## config.mk

```make
export PLATFORM = sky130hd
export DESIGN_NAME = arcball_rotation_quaternion_unit
export DESIGN_NICKNAME = d
export VERILOG_FILES = /design/src/hdl/arq_pkg.sv /design/src/hdl/arcball_rotation_quaternion_unit.sv /design/src/hdl/arq_div.sv /design/src/hdl/arq_sqrt.sv /design/src/hdl/arq_datapath.sv /design/src/hdl/arq_ctrl.sv
export SDC_FILE = /design/constraint.sdc
export NUM_CORES = 2
export LEC_CHECK = 0
export ABC_AREA = 1
export BUFFER_PORTS_ARGS = -buffer_cell sky130_fd_sc_hd__buf_2
export CAP_MARGIN = 20
export CORE_MARGIN = 10
export CORE_UTILIZATION = 25
export DETAILED_ROUTE_END_ITERATION = 7
export PLACE_DENSITY = 0.39
export SYNTH_ARGS = -nofsm -noshare
export SYNTH_HDL_FRONTEND = slang
export SYNTH_SLANG_ARGS = --single-unit
```

## constraint.sdc

```tcl
create_clock -name clk -period 8.45 [get_ports clk]
set_clock_uncertainty 0.15 [all_clocks]
set_input_delay 0.4225 -clock clk [delete_from_list [all_inputs] [get_ports clk]]
set_output_delay 0.4225 -clock clk [all_outputs]
set_load 0.02 [all_outputs]
```

## src/hdl/arq_pkg.sv

```systemverilog
// Shared types, widths, command codes and the product term table
// for the arcball rotation unit. No dependencies.
`default_nettype none

package arq_pkg;

	// Fixed-point format and field widths.
	localparam int COORD_BITS = 12;
	localparam int FRAC_BITS  = 14;
	localparam int OUT_FRAC   = 14;
	localparam int SIZE_W     = 13;
	localparam int OUT_W      = 16;

	// Working widths.
	localparam int XW       = COORD_BITS + FRAC_BITS + 4;  // mapped coordinate
	localparam int SMALL_W  = FRAC_BITS + 3;               // after range reduction
	localparam int R2_W     = 2 * SMALL_W - 1;             // sum of squares
	localparam int COMP_W   = FRAC_BITS + 2;               // sphere component
	localparam int PROD_W   = 2 * COMP_W;
	localparam int ACC_W    = PROD_W + 2;
	localparam int RSH      = 2 * FRAC_BITS - OUT_FRAC;
	localparam int Q_W      = ACC_W - RSH;
	localparam int DIV_NUM_W = 32;
	localparam int DIV_DEN_W = SMALL_W;
	localparam int SQ_IN_W  = 2 * SMALL_W;
	localparam int ROOT_W   = SMALL_W;

	// Datapath commands.
	localparam logic [4:0] CMD_NONE     = 5'd0;
	localparam logic [4:0] CMD_LOAD     = 5'd1;
	localparam logic [4:0] CMD_DIV_X    = 5'd2;
	localparam logic [4:0] CMD_TAKE_X   = 5'd3;
	localparam logic [4:0] CMD_DIV_Y    = 5'd4;
	localparam logic [4:0] CMD_TAKE_Y   = 5'd5;
	localparam logic [4:0] CMD_HALVE    = 5'd6;
	localparam logic [4:0] CMD_SQ_X     = 5'd7;
	localparam logic [4:0] CMD_SQ_Y     = 5'd8;
	localparam logic [4:0] CMD_SQRT_R   = 5'd9;
	localparam logic [4:0] CMD_SQRT_Z   = 5'd10;
	localparam logic [4:0] CMD_TAKE_LEN = 5'd11;
	localparam logic [4:0] CMD_TAKE_Z   = 5'd12;
	localparam logic [4:0] CMD_DIV_NX   = 5'd13;
	localparam logic [4:0] CMD_TAKE_NX  = 5'd14;
	localparam logic [4:0] CMD_DIV_NY   = 5'd15;
	localparam logic [4:0] CMD_TAKE_NY  = 5'd16;
	localparam logic [4:0] CMD_STORE    = 5'd17;
	localparam logic [4:0] CMD_MUL      = 5'd18;
	localparam logic [4:0] CMD_ACC      = 5'd19;
	localparam logic [4:0] CMD_ROUND    = 5'd20;
	localparam logic [4:0] CMD_EMIT     = 5'd21;

	// Configuration register indexes.
	localparam logic [0:0] REG_WIDTH  = 1'b0;
	localparam logic [0:0] REG_HEIGHT = 1'b1;

	localparam logic [3:0] LAST_TERM = 4'd8;

	typedef struct packed {
		logic [4:0] code;
		logic [3:0] term;
	} cmd_t;

	typedef struct packed {
		logic div_busy;
		logic sqrt_busy;
		logic big;
		logic outside;
		logic drag;
	} status_t;

	// Term table: q[comp] is built from products click[c] * drag[d].
	function automatic logic [1:0] term_c(input logic [3:0] t);
		case (t)
			4'd0, 4'd5, 4'd7: term_c = 2'd1;
			4'd1, 4'd2, 4'd8: term_c = 2'd2;
			default:          term_c = 2'd0;
		endcase
	endfunction

	function automatic logic [1:0] term_d(input logic [3:0] t);
		case (t)
			4'd0, 4'd3, 4'd8: term_d = 2'd2;
			4'd1, 4'd4, 4'd7: term_d = 2'd1;
			default:          term_d = 2'd0;
		endcase
	endfunction

	function automatic logic term_neg(input logic [3:0] t);
		term_neg = (t == 4'd1) || (t == 4'd3) || (t == 4'd5);
	endfunction

	function automatic logic term_first(input logic [3:0] t);
		term_first = (t == 4'd0) || (t == 4'd2) || (t == 4'd4) || (t == 4'd6);
	endfunction

	function automatic logic term_last(input logic [3:0] t);
		term_last = (t == 4'd1) || (t == 4'd3) || (t == 4'd5) || (t == 4'd8);
	endfunction

	function automatic logic [1:0] term_comp(input logic [3:0] t);
		case (t)
			4'd0, 4'd1: term_comp = 2'd0;
			4'd2, 4'd3: term_comp = 2'd1;
			4'd4, 4'd5: term_comp = 2'd2;
			default:    term_comp = 2'd3;
		endcase
	endfunction

endpackage

`default_nettype wire

```

## src/hdl/arcball_rotation_quaternion_unit.sv

```systemverilog
// Arcball rotation unit: a click stores a sphere point, a drag gives one
// quaternion item (click x drag, click . drag) in signed Q2.14.
// One item at a time. An item may take up to eleven halving steps; a point inside the
// disc then makes two passes through the shared divider and one through the root unit,
// one outside it four divider passes and one root pass; a drag adds the product terms.
// Reset (arst_n low, asynchronous) sets 1024 x 768 and a zero click point.
`default_nettype none

module arcball_rotation_quaternion_unit (
	input  wire logic        clk,
	input  wire logic        arst_n,
	input  wire logic        cfg_wr_en,
	input  wire logic [0:0]  cfg_addr,
	input  wire logic [12:0] cfg_wdata,
	input  wire logic        s_tvalid,
	output logic             s_tready,
	input  wire logic [23:0] s_tdata,   // x_pos[11:0], y_pos[23:12]
	input  wire logic [0:0]  s_tuser,   // op
	output logic             m_tvalid,
	input  wire logic        m_tready,
	output logic [63:0]      m_tdata    // rot_x, rot_y, rot_z, rot_w (16 bits each)
);
	import arq_pkg::*;

	cmd_t    cmd;
	status_t status;

	arq_ctrl u_ctrl (
		.clk       (clk),
		.arst_n    (arst_n),
		.in_valid  (s_tvalid),
		.in_ready  (s_tready),
		.out_valid (m_tvalid),
		.out_ready (m_tready),
		.status    (status),
		.cmd       (cmd)
	);

	arq_datapath u_dp (
		.clk       (clk),
		.arst_n    (arst_n),
		.cfg_wr_en (cfg_wr_en),
		.cfg_addr  (cfg_addr),
		.cfg_wdata (cfg_wdata),
		.in_op     (s_tuser[0]),
		.in_x      (s_tdata[11:0]),
		.in_y      (s_tdata[23:12]),
		.cmd       (cmd),
		.status    (status),
		.out_data  (m_tdata)
	);

endmodule

`default_nettype wire

```

## src/hdl/arq_div.sv

```systemverilog
// Restoring unsigned divider, one quotient bit per cycle.
// Depends on arq_pkg for its widths.
`default_nettype none

module arq_div (
	input  wire logic                           clk,
	input  wire logic                           arst_n,
	input  wire logic                           start,
	input  wire logic [arq_pkg::DIV_NUM_W-1:0]  num,
	input  wire logic [arq_pkg::DIV_DEN_W-1:0]  den,
	output logic                                busy,
	output logic [arq_pkg::DIV_NUM_W-1:0]       quot
);
	import arq_pkg::*;

	localparam int CNT_W = $clog2(DIV_NUM_W);

	logic [DIV_DEN_W-1:0] rem_q;
	logic [DIV_DEN_W-1:0] den_q;
	logic [DIV_NUM_W-1:0] quo_q;
	logic [CNT_W-1:0]     cnt_q;
	logic                 busy_q;
	logic [DIV_DEN_W:0]   trial;
	logic                 fits;

	// Partial remainder with the next numerator bit shifted in.
	assign trial = {rem_q, quo_q[DIV_NUM_W-1]};
	assign fits  = trial >= {1'b0, den_q};

	always_ff @(posedge clk or negedge arst_n) begin
		if (!arst_n) begin
			busy_q <= 1'b0;
			cnt_q  <= '0;
		end else if (start) begin
			busy_q <= 1'b1;
			cnt_q  <= '0;
		end else if (busy_q) begin
			cnt_q <= cnt_q + 1'b1;
			if (cnt_q == CNT_W'(DIV_NUM_W - 1)) begin
				busy_q <= 1'b0;
			end
		end
	end

	// Remainder and quotient shift register.
	always_ff @(posedge clk) begin
		if (start) begin
			rem_q <= '0;
			quo_q <= num;
			den_q <= den;
		end else if (busy_q) begin
			if (fits) begin
				rem_q <= DIV_DEN_W'(trial - {1'b0, den_q});
			end else begin
				rem_q <= trial[DIV_DEN_W-1:0];
			end
			quo_q <= {quo_q[DIV_NUM_W-2:0], fits};
		end
	end

	assign busy = busy_q;
	assign quot = quo_q;

endmodule

`default_nettype wire

```

## src/hdl/arq_sqrt.sv

```systemverilog
// Digit-by-digit integer floor square root, one root bit per cycle.
// Depends on arq_pkg for its widths.
`default_nettype none

module arq_sqrt (
	input  wire logic                         clk,
	input  wire logic                         arst_n,
	input  wire logic                         start,
	input  wire logic [arq_pkg::SQ_IN_W-1:0]  val,
	output logic                              busy,
	output logic [arq_pkg::ROOT_W-1:0]        root
);
	import arq_pkg::*;

	localparam int CNT_W = $clog2(ROOT_W);

	logic [SQ_IN_W-1:0] val_q;
	logic [ROOT_W+1:0]  rem_q;
	logic [ROOT_W-1:0]  root_q;
	logic [CNT_W-1:0]   cnt_q;
	logic               busy_q;
	logic [ROOT_W+2:0]  cand;
	logic [ROOT_W+2:0]  trial;
	logic               fits;

	assign cand  = {rem_q[ROOT_W:0], val_q[SQ_IN_W-1:SQ_IN_W-2]};
	assign trial = {1'b0, root_q, 2'b01};
	assign fits  = cand >= trial;

	always_ff @(posedge clk or negedge arst_n) begin
		if (!arst_n) begin
			busy_q <= 1'b0;
			cnt_q  <= '0;
		end else if (start) begin
			busy_q <= 1'b1;
			cnt_q  <= '0;
		end else if (busy_q) begin
			cnt_q <= cnt_q + 1'b1;
			if (cnt_q == CNT_W'(ROOT_W - 1)) begin
				busy_q <= 1'b0;
			end
		end
	end

	// Two radicand bits enter per step; the root grows by one bit.
	always_ff @(posedge clk) begin
		if (start) begin
			val_q  <= val;
			rem_q  <= '0;
			root_q <= '0;
		end else if (busy_q) begin
			val_q <= {val_q[SQ_IN_W-3:0], 2'b00};
			if (fits) begin
				rem_q <= (ROOT_W + 2)'(cand - trial);
			end else begin
				rem_q <= cand[ROOT_W+1:0];
			end
			root_q <= {root_q[ROOT_W-2:0], fits};
		end
	end

	assign busy = busy_q;
	assign root = root_q;

endmodule

`default_nettype wire

```

## src/hdl/arq_datapath.sv

```systemverilog
// Datapath: configuration, screen mapping, sphere lift, product accumulation
// and result registers. Depends on arq_pkg, arq_div and arq_sqrt.
`default_nettype none

module arq_datapath (
	input  wire logic                        clk,
	input  wire logic                        arst_n,
	input  wire logic                        cfg_wr_en,
	input  wire logic [0:0]                  cfg_addr,
	input  wire logic [arq_pkg::SIZE_W-1:0]  cfg_wdata,
	input  wire logic                        in_op,
	input  wire logic [arq_pkg::COORD_BITS-1:0] in_x,
	input  wire logic [arq_pkg::COORD_BITS-1:0] in_y,
	input  wire arq_pkg::cmd_t               cmd,
	output arq_pkg::status_t                 status,
	output logic [4*arq_pkg::OUT_W-1:0]      out_data
);
	import arq_pkg::*;

	localparam logic signed [XW-1:0] ONE = XW'(1) <<< FRAC_BITS;
	localparam logic signed [XW-1:0] LIM = XW'(4) <<< FRAC_BITS;
	localparam logic [R2_W-1:0] ONE2 = R2_W'(1) << (2 * FRAC_BITS);

	logic [SIZE_W-1:0]       width_q, height_q;
	logic                    op_q;
	logic [COORD_BITS-1:0]   xp_q, yp_q;
	logic signed [XW-1:0]    x_q, y_q;
	logic [R2_W-1:0]         sqx_q, r2_q;
	logic [ROOT_W-1:0]       len_q;
	logic signed [COMP_W-1:0] p_q [3];
	logic signed [COMP_W-1:0] click_q [3];
	logic signed [PROD_W-1:0] prod_q;
	logic signed [ACC_W-1:0]  acc_q;
	logic signed [Q_W-1:0]    rq_q [4];
	logic [4*OUT_W-1:0]      out_q;

	logic [SIZE_W-1:0]       den_w, den_h;
	logic                    div_start, sqrt_start;
	logic [DIV_NUM_W-1:0]    div_num, div_quot;
	logic [DIV_DEN_W-1:0]    div_den;
	logic [SQ_IN_W-1:0]      sqrt_val;
	logic [ROOT_W-1:0]       sqrt_root;
	logic                    div_busy, sqrt_busy;
	logic signed [SMALL_W-1:0] xs, ys;
	logic [SMALL_W-2:0]      ax, ay;
	logic signed [XW-1:0]    quot_s;
	logic signed [COMP_W-1:0] quot_c;
	logic signed [ACC_W-1:0]  prod_x, acc_rnd;
	logic                    rot_zero;

	function automatic logic [SIZE_W-1:0] den_of(input logic [SIZE_W-1:0] size);
		den_of = (size < SIZE_W'(2)) ? SIZE_W'(1) : SIZE_W'(size - 1'b1);
	endfunction

	function automatic logic [OUT_W-1:0] sat(input logic signed [Q_W-1:0] v);
		if (v > Q_W'(32767)) begin
			sat = 16'h7FFF;
		end else if (v < -Q_W'(32768)) begin
			sat = 16'h8000;
		end else begin
			sat = v[OUT_W-1:0];
		end
	endfunction

	assign den_w  = den_of(width_q);
	assign den_h  = den_of(height_q);
	assign xs     = x_q[SMALL_W-1:0];
	assign ys     = y_q[SMALL_W-1:0];
	assign ax     = x_q[XW-1] ? (SMALL_W - 1)'(-x_q) : x_q[SMALL_W-2:0];
	assign ay     = y_q[XW-1] ? (SMALL_W - 1)'(-y_q) : y_q[SMALL_W-2:0];
	assign quot_s = $signed({2'b00, div_quot[XW-3:0]});
	assign quot_c = div_quot[COMP_W-1:0];
	assign prod_x = ACC_W'(prod_q);
	assign acc_rnd = acc_q + (ACC_W'(1) <<< (RSH - 1));

	// Operand selection for the shared divider and root unit.
	always_comb begin
		div_start  = 1'b0;
		sqrt_start = 1'b0;
		div_num    = '0;
		div_den    = DIV_DEN_W'(1);
		sqrt_val   = '0;
		case (cmd.code)
			CMD_DIV_X: begin
				div_start = 1'b1;
				div_num   = DIV_NUM_W'({xp_q, {(FRAC_BITS + 1){1'b0}}})
				          + DIV_NUM_W'(den_w >> 1);
				div_den   = DIV_DEN_W'(den_w);
			end
			CMD_DIV_Y: begin
				div_start = 1'b1;
				div_num   = DIV_NUM_W'({yp_q, {(FRAC_BITS + 1){1'b0}}})
				          + DIV_NUM_W'(den_h >> 1);
				div_den   = DIV_DEN_W'(den_h);
			end
			CMD_DIV_NX: begin
				div_start = 1'b1;
				div_num   = DIV_NUM_W'({ax, {FRAC_BITS{1'b0}}}) + DIV_NUM_W'(len_q >> 1);
				div_den   = len_q;
			end
			CMD_DIV_NY: begin
				div_start = 1'b1;
				div_num   = DIV_NUM_W'({ay, {FRAC_BITS{1'b0}}}) + DIV_NUM_W'(len_q >> 1);
				div_den   = len_q;
			end
			CMD_SQRT_R: begin
				sqrt_start = 1'b1;
				sqrt_val   = SQ_IN_W'(r2_q);
			end
			CMD_SQRT_Z: begin
				sqrt_start = 1'b1;
				sqrt_val   = SQ_IN_W'(ONE2 - r2_q);
			end
			default: begin
			end
		endcase
	end

	arq_div u_div (
		.clk    (clk),
		.arst_n (arst_n),
		.start  (div_start),
		.num    (div_num),
		.den    (div_den),
		.busy   (div_busy),
		.quot   (div_quot)
	);

	arq_sqrt u_sqrt (
		.clk    (clk),
		.arst_n (arst_n),
		.start  (sqrt_start),
		.val    (sqrt_val),
		.busy   (sqrt_busy),
		.root   (sqrt_root)
	);

	// Configuration and the stored click point.
	always_ff @(posedge clk or negedge arst_n) begin
		if (!arst_n) begin
			width_q  <= SIZE_W'(1024);
			height_q <= SIZE_W'(768);
			for (int i = 0; i < 3; i++) begin
				click_q[i] <= '0;
			end
		end else begin
			if (cfg_wr_en) begin
				unique case (cfg_addr)
					REG_WIDTH:  width_q  <= cfg_wdata;
					REG_HEIGHT: height_q <= cfg_wdata;
					default: begin
					end
				endcase
			end
			if (cmd.code == CMD_STORE) begin
				for (int i = 0; i < 3; i++) begin
					click_q[i] <= p_q[i];
				end
			end
		end
	end

	// Working registers, advanced by the controller's commands.
	always_ff @(posedge clk) begin
		case (cmd.code)
			CMD_LOAD: begin
				op_q <= in_op;
				xp_q <= in_x;
				yp_q <= in_y;
			end
			CMD_TAKE_X: x_q <= quot_s - ONE;
			CMD_TAKE_Y: y_q <= ONE - quot_s;
			CMD_HALVE: begin
				// Halving truncates toward zero, so negative values are biased by one.
				x_q <= (x_q + $signed(XW'(x_q[XW-1]))) >>> 1;
				y_q <= (y_q + $signed(XW'(y_q[XW-1]))) >>> 1;
			end
			CMD_SQ_X: sqx_q <= R2_W'(xs * xs);
			CMD_SQ_Y: r2_q  <= sqx_q + R2_W'(ys * ys);
			CMD_TAKE_LEN: len_q <= sqrt_root;
			CMD_TAKE_Z: begin
				p_q[0] <= x_q[COMP_W-1:0];
				p_q[1] <= y_q[COMP_W-1:0];
				p_q[2] <= -$signed(COMP_W'(sqrt_root));
			end
			CMD_TAKE_NX: begin
				p_q[0] <= x_q[XW-1] ? -quot_c : quot_c;
				p_q[2] <= '0;
			end
			CMD_TAKE_NY: p_q[1] <= y_q[XW-1] ? -quot_c : quot_c;
			CMD_MUL: prod_q <= click_q[term_c(cmd.term)] * p_q[term_d(cmd.term)];
			CMD_ACC: begin
				if (term_first(cmd.term)) begin
					acc_q <= term_neg(cmd.term) ? -prod_x : prod_x;
				end else begin
					acc_q <= term_neg(cmd.term) ? acc_q - prod_x : acc_q + prod_x;
				end
			end
			CMD_ROUND: rq_q[term_comp(cmd.term)] <= acc_rnd[ACC_W-1:RSH];
			CMD_EMIT: begin
				out_q <= rot_zero ? '0
				       : {sat(rq_q[3]), sat(rq_q[2]), sat(rq_q[1]), sat(rq_q[0])};
			end
			default: begin
			end
		endcase
	end

	// A cross vector that rounds to zero gives an all-zero rotation.
	assign rot_zero = (rq_q[0] == '0) && (rq_q[1] == '0) && (rq_q[2] == '0);

	assign status.div_busy  = div_busy;
	assign status.sqrt_busy = sqrt_busy;
	assign status.big       = (x_q >= LIM) || (x_q <= -LIM) || (y_q >= LIM) || (y_q <= -LIM);
	assign status.outside   = r2_q > ONE2;
	assign status.drag      = op_q;
	assign out_data         = out_q;

endmodule

`default_nettype wire

```

## src/hdl/arq_ctrl.sv

```systemverilog
// Controller state machine: sequences the datapath through one item and
// owns both handshakes. Depends on arq_pkg.
`default_nettype none

module arq_ctrl (
	input  wire logic              clk,
	input  wire logic              arst_n,
	input  wire logic              in_valid,
	output logic                   in_ready,
	output logic                   out_valid,
	input  wire logic              out_ready,
	input  wire arq_pkg::status_t  status,
	output arq_pkg::cmd_t          cmd
);
	import arq_pkg::*;

	localparam logic [4:0] S_IDLE = 5'd0;
	localparam logic [4:0] S_DIVX = 5'd1;
	localparam logic [4:0] S_WX   = 5'd2;
	localparam logic [4:0] S_DIVY = 5'd3;
	localparam logic [4:0] S_WY   = 5'd4;
	localparam logic [4:0] S_HALV = 5'd5;
	localparam logic [4:0] S_SQY  = 5'd6;
	localparam logic [4:0] S_SQRT = 5'd7;
	localparam logic [4:0] S_WSQ  = 5'd8;
	localparam logic [4:0] S_NX   = 5'd9;
	localparam logic [4:0] S_WNX  = 5'd10;
	localparam logic [4:0] S_NY   = 5'd11;
	localparam logic [4:0] S_WNY  = 5'd12;
	localparam logic [4:0] S_PT   = 5'd13;
	localparam logic [4:0] S_MUL  = 5'd14;
	localparam logic [4:0] S_ACC  = 5'd15;
	localparam logic [4:0] S_RND  = 5'd16;
	localparam logic [4:0] S_EMIT = 5'd17;

	logic [4:0] state_q, state_d;
	logic [3:0] term_q, term_d;
	logic       ovalid_q;
	logic       emit;

	always_comb begin
		state_d  = state_q;
		term_d   = term_q;
		cmd.code = CMD_NONE;
		cmd.term = term_q;
		emit     = 1'b0;
		unique case (state_q)
			S_IDLE: if (in_valid) begin
				cmd.code = CMD_LOAD;
				state_d  = S_DIVX;
			end
			S_DIVX: begin
				cmd.code = CMD_DIV_X;
				state_d  = S_WX;
			end
			S_WX: if (!status.div_busy) begin
				cmd.code = CMD_TAKE_X;
				state_d  = S_DIVY;
			end
			S_DIVY: begin
				cmd.code = CMD_DIV_Y;
				state_d  = S_WY;
			end
			S_WY: if (!status.div_busy) begin
				cmd.code = CMD_TAKE_Y;
				state_d  = S_HALV;
			end
			S_HALV: begin
				if (status.big) begin
					cmd.code = CMD_HALVE;
				end else begin
					cmd.code = CMD_SQ_X;
					state_d  = S_SQY;
				end
			end
			S_SQY: begin
				cmd.code = CMD_SQ_Y;
				state_d  = S_SQRT;
			end
			S_SQRT: begin
				cmd.code = status.outside ? CMD_SQRT_R : CMD_SQRT_Z;
				state_d  = S_WSQ;
			end
			S_WSQ: if (!status.sqrt_busy) begin
				if (status.outside) begin
					cmd.code = CMD_TAKE_LEN;
					state_d  = S_NX;
				end else begin
					cmd.code = CMD_TAKE_Z;
					state_d  = S_PT;
				end
			end
			S_NX: begin
				cmd.code = CMD_DIV_NX;
				state_d  = S_WNX;
			end
			S_WNX: if (!status.div_busy) begin
				cmd.code = CMD_TAKE_NX;
				state_d  = S_NY;
			end
			S_NY: begin
				cmd.code = CMD_DIV_NY;
				state_d  = S_WNY;
			end
			S_WNY: if (!status.div_busy) begin
				cmd.code = CMD_TAKE_NY;
				state_d  = S_PT;
			end
			S_PT: begin
				if (status.drag) begin
					term_d  = '0;
					state_d = S_MUL;
				end else begin
					cmd.code = CMD_STORE;
					state_d  = S_IDLE;
				end
			end
			S_MUL: begin
				cmd.code = CMD_MUL;
				state_d  = S_ACC;
			end
			S_ACC: begin
				cmd.code = CMD_ACC;
				if (term_last(term_q)) begin
					state_d = S_RND;
				end else begin
					term_d  = term_q + 1'b1;
					state_d = S_MUL;
				end
			end
			S_RND: begin
				cmd.code = CMD_ROUND;
				if (term_q == LAST_TERM) begin
					state_d = S_EMIT;
				end else begin
					term_d  = term_q + 1'b1;
					state_d = S_MUL;
				end
			end
			S_EMIT: if (!ovalid_q || out_ready) begin
				cmd.code = CMD_EMIT;
				emit     = 1'b1;
				state_d  = S_IDLE;
			end
			default: state_d = S_IDLE;
		endcase
	end

	always_ff @(posedge clk or negedge arst_n) begin
		if (!arst_n) begin
			state_q  <= S_IDLE;
			term_q   <= '0;
			ovalid_q <= 1'b0;
		end else begin
			state_q <= state_d;
			term_q  <= term_d;
			if (emit) begin
				ovalid_q <= 1'b1;
			end else if (out_ready) begin
				ovalid_q <= 1'b0;
			end
		end
	end

	assign in_ready  = (state_q == S_IDLE);
	assign out_valid = ovalid_q;

endmodule

`default_nettype wire

```

; Word-level counts from Yosys, hierarchy flattened
; Memory sizes are Yosys's and may differ from the RTL's. A register that Yosys moved wholly into a read port is not among the register bits.
; Index checks and enable logic that the tools add are counted.
[totals]
ff_bits = 481
latchBits = 0
ram_bits = 128
romBits = 0
wordCells = 280
mem_count = 2
[op_classes]
n_addsub = 25
n_mul = 3
div_mod_pow = 0
order_cmp = 18
n_eq_ne = 59
n_shift = 0
mux = 93
bitwise = 5
reduce_logical = 45
[memory_table]
columns = memory, words, word_bits, read_ports, rd_ports_with_merged_regs, wr, line_no
row1 = u_dp.rq_q, 4, 20, 4, 0, 1, arq_datapath.sv:34  ; logic signed [Q_W-1:0] rq_q [4];
row2 = u_dp.p_q, 3, 16, 4, 3, 3, arq_datapath.sv:30  ; logic signed [COMP_W-1:0] p_q [3];
[op_table]
columns = operator, n
row1 = $mux W16, 13
row2 = $pmux W5 S18, 2
row3 = $mux W34, 5
row4 = $pmux W32 S4, 1
row5 = $pmux W30 S2, 2
row6 = $mux W5, 18
row7 = $eq A5 B4 Y1 const B, 16
row8 = $gt A20 B16 Y1 const B, 4
row9 = $lt A20 B16 Y1 const B, 4
row10 = $pmux W34 S2, 1
row11 = $mul A17 B17 Y33, 2
row12 = $mux W32, 2
row13 = $neg A16 Y16, 4
row14 = $add A30 B16 Y31, 2
row15 = $add A30 B2 Y30, 2
row16 = $ge A30 B18 Y1 const B, 2
row17 = $le A30 B17 Y1 const B, 2
row18 = $logic_not A20 Y1, 3
row19 = $mux W15, 4
row20 = $add A27 B12 Y28, 2
row21 = $pmux W17 S3, 1
row22 = $eq A5 B5 Y1 const B, 10
row23 = $eq A5 B3 Y1 const B, 8
row24 = $add A34 B15 Y34 const B, 1
row25 = 53 further kinds, 137

; Depth between registers and ports, before layout
[depth]
ltp_word = 13
depth_mapped = 35
depth_no_buf = 34

; Cells and area by module
; Synthesis repeated with hierarchy kept, for this count alone.
[unflattened]
cells_unflattened = 8182
area_unflattened_um2 = 68854.8
[by_module_without_submodules]
columns = mod, instances, cells_per_inst, area_per_inst_um2
row1 = arq_datapath, 1, 6883, 59314.4
row2 = arq_sqrt, 1, 567, 4227.8
row3 = arq_div, 1, 541, 4196.5
row4 = arq_ctrl, 1, 191, 1116.1

; Worst setup path after synthesis
; No wires, ideal clock.
[synth_timing]
path_kind = flip-flop to flip-flop
from = reg u_ctrl.term_q[1]
to = reg u_dp.prod_q[30], data pin
setup_ns = 0.259
arrival_time_ns = 6.684
path_slack_ns = 1.357
stages_incl_launch_ff = 30
path_buffers = 1
period_less_slack_ns = 7.093
cell_sequence = dfrtp_1 -> inv_1 -> ha_1 -> inv_1 -> nor2_1 -> inv_1 -> nand3_2 -> inv_2 -> nor3_1 -> a31oi_2 -> buf_2 -> nor2_1 -> inv_1 -> fa_1 -> inv_1 -> fa_1 -> inv_1 -> fa_1 -> inv_1 -> fa_1 -> fa_1 -> inv_1 -> fa_1 -> inv_1 -> ha_1 -> a21oi_1 -> o21ai_0 -> a221oi_1 -> nand2_1 -> xor2_1
[synth_via]
elab_chain_cells = 9
[synth_rtl]
columns = item, line_no
row1 = from (decl), arq_ctrl.sv:37  ; logic [3:0] term_q, term_d;
row2 = from (signal assigned), arq_ctrl.sv:156  ; term_q <= term_d;
row3 = "$eq A4 B4 Y1, or another cell as far along", "arq_pkg.sv:73, arq_pkg.sv:81"
row4 = $reduce_or A3 Y1, arq_pkg.sv:73  ; case (t)
row5 = $pmux W2 S2, arq_pkg.sv:73
row6 = $mux W2, arq_datapath.sv:165  ; case (cmd.code)
row7 = $not A2 Y3 (not written as such), arq_datapath.sv:191  ; CMD_MUL: prod_q <= click_q[term_c(cmd.term)] * p_q[term_d(cmd.term)];
row8 = $bmux W16 S2, arq_datapath.sv:191
row9 = $mux W16 (not written as such) (2 in a row), arq_datapath.sv:191
row10 = $mul A16 B16 Y32 (*), arq_datapath.sv:191
row11 = to (signal assigned), arq_datapath.sv:191
row12 = to (decl), arq_datapath.sv:32  ; logic signed [PROD_W-1:0] prod_q;
; Mark *: on every way between the ends. The rest lies on a longest branch, timed or not. The select of a mux whose other input is x is not followed.
; A chain may end at the register's enable or synchronous reset.

; Worst setup path after layout
[layout_timing]
from = reg u_ctrl.term_q[0]
to = reg u_dp.prod_q[29], data pin
; The elaborated chain is that of the path after synthesis.

==> run metrics <==
RSZ-0062 raised after global routing=yes; DRC viols=0; CP max-delay cell=fa_1; WP data arrival=8.29 ns; status=finished, final reports clean; wire per inst=19.75 µm; Yosys cell types=70; Post-synth EDFFs=506; Crit. path cell count=27; initial antenna violation count=7; Final nets=9178; DRT iter0 DRCs=3604; Synth Area per Inst=8.630 µm²; critical path's top delay family=adder cells; number of max-cap violations=0; area of the die=0.2901 mm²; largest area contributor in the netlist=fa_1; via density per instance=4.499; Clock Tree Root=clkbuf_16; worst-path fanout max=16; area of the multi-input gates=0.04145 mm²; num rows=190; fin. max-slew vios=0; post-route antenna net violation count=0; Final Util=28.20%; largest family of logic cells by synthesized area=adder cells; post-synthesis adder-cell area fraction=31.72%; Total Routing Usage GR=15.42%; Setup Viol. Count Final=0; Core Box Area=0.2679 mm²; XOR/XNOR Fraction of Synth Area=4.064%; Post-Synth Simple-Gate Area=17.28%; Synth Area in Compound Gates=8.397%; register area=0.01864 mm²; Crit. Startpoint=u_ctrl.term_q[0]$_DFFE_PN0P_; Starting Density=25.10%; fin crit period=8.000 ns; Num CTS Buffers=85; end of the critical path=u_dp.prod_q[29]$_DFFE_PN_; Syn Std Cell Area=0.06723 mm²; pin count of the biggest net entering global routing=71; Slew HR=28.83%; Clock Tree Buf Depth=3; Yosys warning total=0; mux cell area share after synthesis=0%; # clock sinks=654; fillers=28809; Max stage delay on crit path=0.72 ns; global-route wire length before repair=347900 µm; GRT overflow=0; worst-margin pin slew=1.068 ns; Placer Congestion=0.8806; port bufs=109; Post-synth top flop=edfxtp_1; reg-to-reg slack, setup=0.45 ns; Syn Inst Count=7791; r2r worst-path depth=27; Die Height=538.6 µm; worst slack at placement=0.2406 ns; Final Hold Viols=0; CP Capture Type=register; synth top area cells=fa_1, edfxtp_1, inv_1, nand2_1, ha_1; worst skew pair latency=0.70 ns; top cell type's share of synthesized area=24.89%; H-tree depth=3; CP Launch Type=register; cell repeated most along the worst path=inv_1; register area share after synthesis=27.73%; Buf+Inv Stages, Crit Path=10; Worst-path clk slew=0.06 ns; Crit Path Class=reg2reg; Post-Syn Nets=9038; Critical Path RT=8.74 ns; CTS tree=done; DPL Wire Length=186900 µm; layout cell share with drive strength beyond 1=6.400%; Period Utilization, post-route=94.68%; fmax=0.1250 GHz; Reg-to-Reg Start=u_ctrl.term_q[0]$_DFFE_PN0P_; Routed WL=228200 µm; I/O pin total=110; async set-or-reset flop fraction in the synthesized netlist=14.68%; DRT Pass-1 Iters=6; vias in the first global route=54183; Hold Path Class=in2async; vias=51991; Final WS setup=0.4497 ns; post-synthesis sequential element count=654; Layout area overhead=12.38%; Die X=538.6 µm; R2R Path End=u_dp.prod_q[29]$_DFFE_PN_
kinds of logic (layout without fill, tap and decap cells):
group                    after synthesis  after routing
AND/OR/NAND/NOR                     2777           2777
flip-flops                           654            654
buffers and inverters               1894           2102
other                                  1              4
AO/OA/AOI/OAI                        950            951
XOR/XNOR                             312            312
adder cells (fa/ha/maj)             1203           1203
per-layer routing:
layer	vias up	global-route usage (%)	wire (µm)
li1	24686	-	-
met1	26030	21.89	107700
met2	1066	25.45	107300
met3	207	1.639	8889
met4	2	2.976	4327
met5	-	0	13
registers in the layout, summed over array words and instances, names as in the netlist, 18 cells and up:
register	cells
u_dp.out_data	64
u_dp.u_div.quot	32
u_dp.p_q	48
u_dp.click_q	48
u_dp.prod_q	32
u_dp.r2_q	33
u_dp.sqx_q	32
u_dp.u_sqrt.val_q	34
u_dp.x_q	29
u_dp.rq_q	80
u_dp.u_sqrt.rem_q	18
u_dp.y_q	29
u_dp.acc_q	34
cell type report:
type | instances | share of cell area [%]
inverters | 1676 | 8.338
diodes | 3 | 0.009936
well taps | 3552 | 5.882
repair buffers | 270 | 2.547
clock inverters | 41 | 0.6227
multi-input cells | 5244 | 54.86
clock buffers | 115 | 3.072
flip-flops and latches | 654 | 24.67
cell usage after synthesis, types with 7 or more instances:
master and n:
nand3b_1 22, buf_1 33, clkbuf_1 106, buf_2 65, o221ai_1 10, fa_1 836
dfrtp_1 93, o21ai_0 367, dfxtp_1 52, o21bai_1 36, ha_1 367, a211oi_1 9
nor4_1 38, a221oi_1 8, o21ai_1 32, xnor2_1 90, inv_1 1646, a31oi_1 19
nand3_1 261, or2_2 43, nor2_2 11, o22ai_1 24, a31oi_4 11, o211ai_1 88
o21a_1 8, a31o_2 7, a21boi_0 7, xor2_1 222, nand4_1 85, buf_4 9
edfxtp_1 506, nor3_1 88, a21oi_1 268, nor2_1 574, nand2_2 9, inv_2 22
nand2_1 1612, nor3_2 7, a21o_1 26
worst reg2reg max path, delay by kind of cell, from the launching register on:
family          cells  cell delay, ns
simple gates        4            0.79
xor+xnor            1            0.17
flops               1            0.40
compound gates      4            0.87
buf+inv            10            1.14
fa+ha+maj           8            4.25
per-stage QoR:
| stage | hold slack [ns] | std cells | instance area, µm² | setup TNS (ns) |
|---|---|---|---|---|
| 2_1_floorplan | -0.02309 | 7791 | 67230 | 0 |
| 3_3_place_gp | 0.2667 | 11346 | 72210 | 0 |
| 3_5_place_dp | 0.2686 | 11348 | 72230 | 0 |
| 4_1_cts | 0.04473 | 11544 | 75430 | 0 |
| 5_1_grt | 0.09381 | 11553 | 75550 | -0.004260 |
| 6_report | 0.08550 | 11555 | 75560 | 0 |
worst min path at each step:
stage / from / endpoint / slack, ns / cells after the start
global route: arst_n / u_dp.width_q[2]$_DFFE_PN0P_ / 0.09 / 2
finish: arst_n / u_dp.width_q[1]$_DFFE_PN0P_ / 0.09 / 2
floorplan: arst_n / u_ctrl.out_valid$_DFFE_PN0P_ / -0.02 / 0
detailed placement: arst_n / u_dp.width_q[2]$_DFFE_PN0P_ / 0.27 / 1
global placement: arst_n / u_dp.height_q[2]$_DFFE_PN0P_ / 0.27 / 1
CTS: arst_n / u_dp.width_q[2]$_DFFE_PN0P_ / 0.04 / 2
layout by cell type, fill, tap and decap left out, types with 11 or more instances in the layout:
cell,n
o21ai_0,363
a31oi_4,11
dfrtp_1,93
o21ai_1,34
buf_4,116
inv_1,1644
edfxtp_1,506
nor4_1,38
inv_2,23
o22ai_1,24
o21bai_1,36
clkbuf_16,86
a21oi_1,266
nand3b_1,22
fa_1,836
nand3_1,261
dlygate4sd3_1,40
or2_2,43
nand4_1,85
dfxtp_1,52
a21o_1,26
clkinv_2,11
xnor2_1,90
clkinv_1,13
o211ai_1,88
a31oi_1,19
buf_2,109
nand2_1,1611
xor2_1,222
clkbuf_1,23
nor3_1,84
ha_1,367
nor2_2,15
nor2_1,566
repair_timing:
action                     4_1_cts  5_1_grt
setup buffers                    0        5
setup endpoints to repair        0       11
hold endpoints to repair        84        0
hold buffers                    40        0
resized for setup                0        7
Power is left out: the tool's default activity adds up to more than one toggle a clock period on the data nets, which glitch-free logic cannot reach.
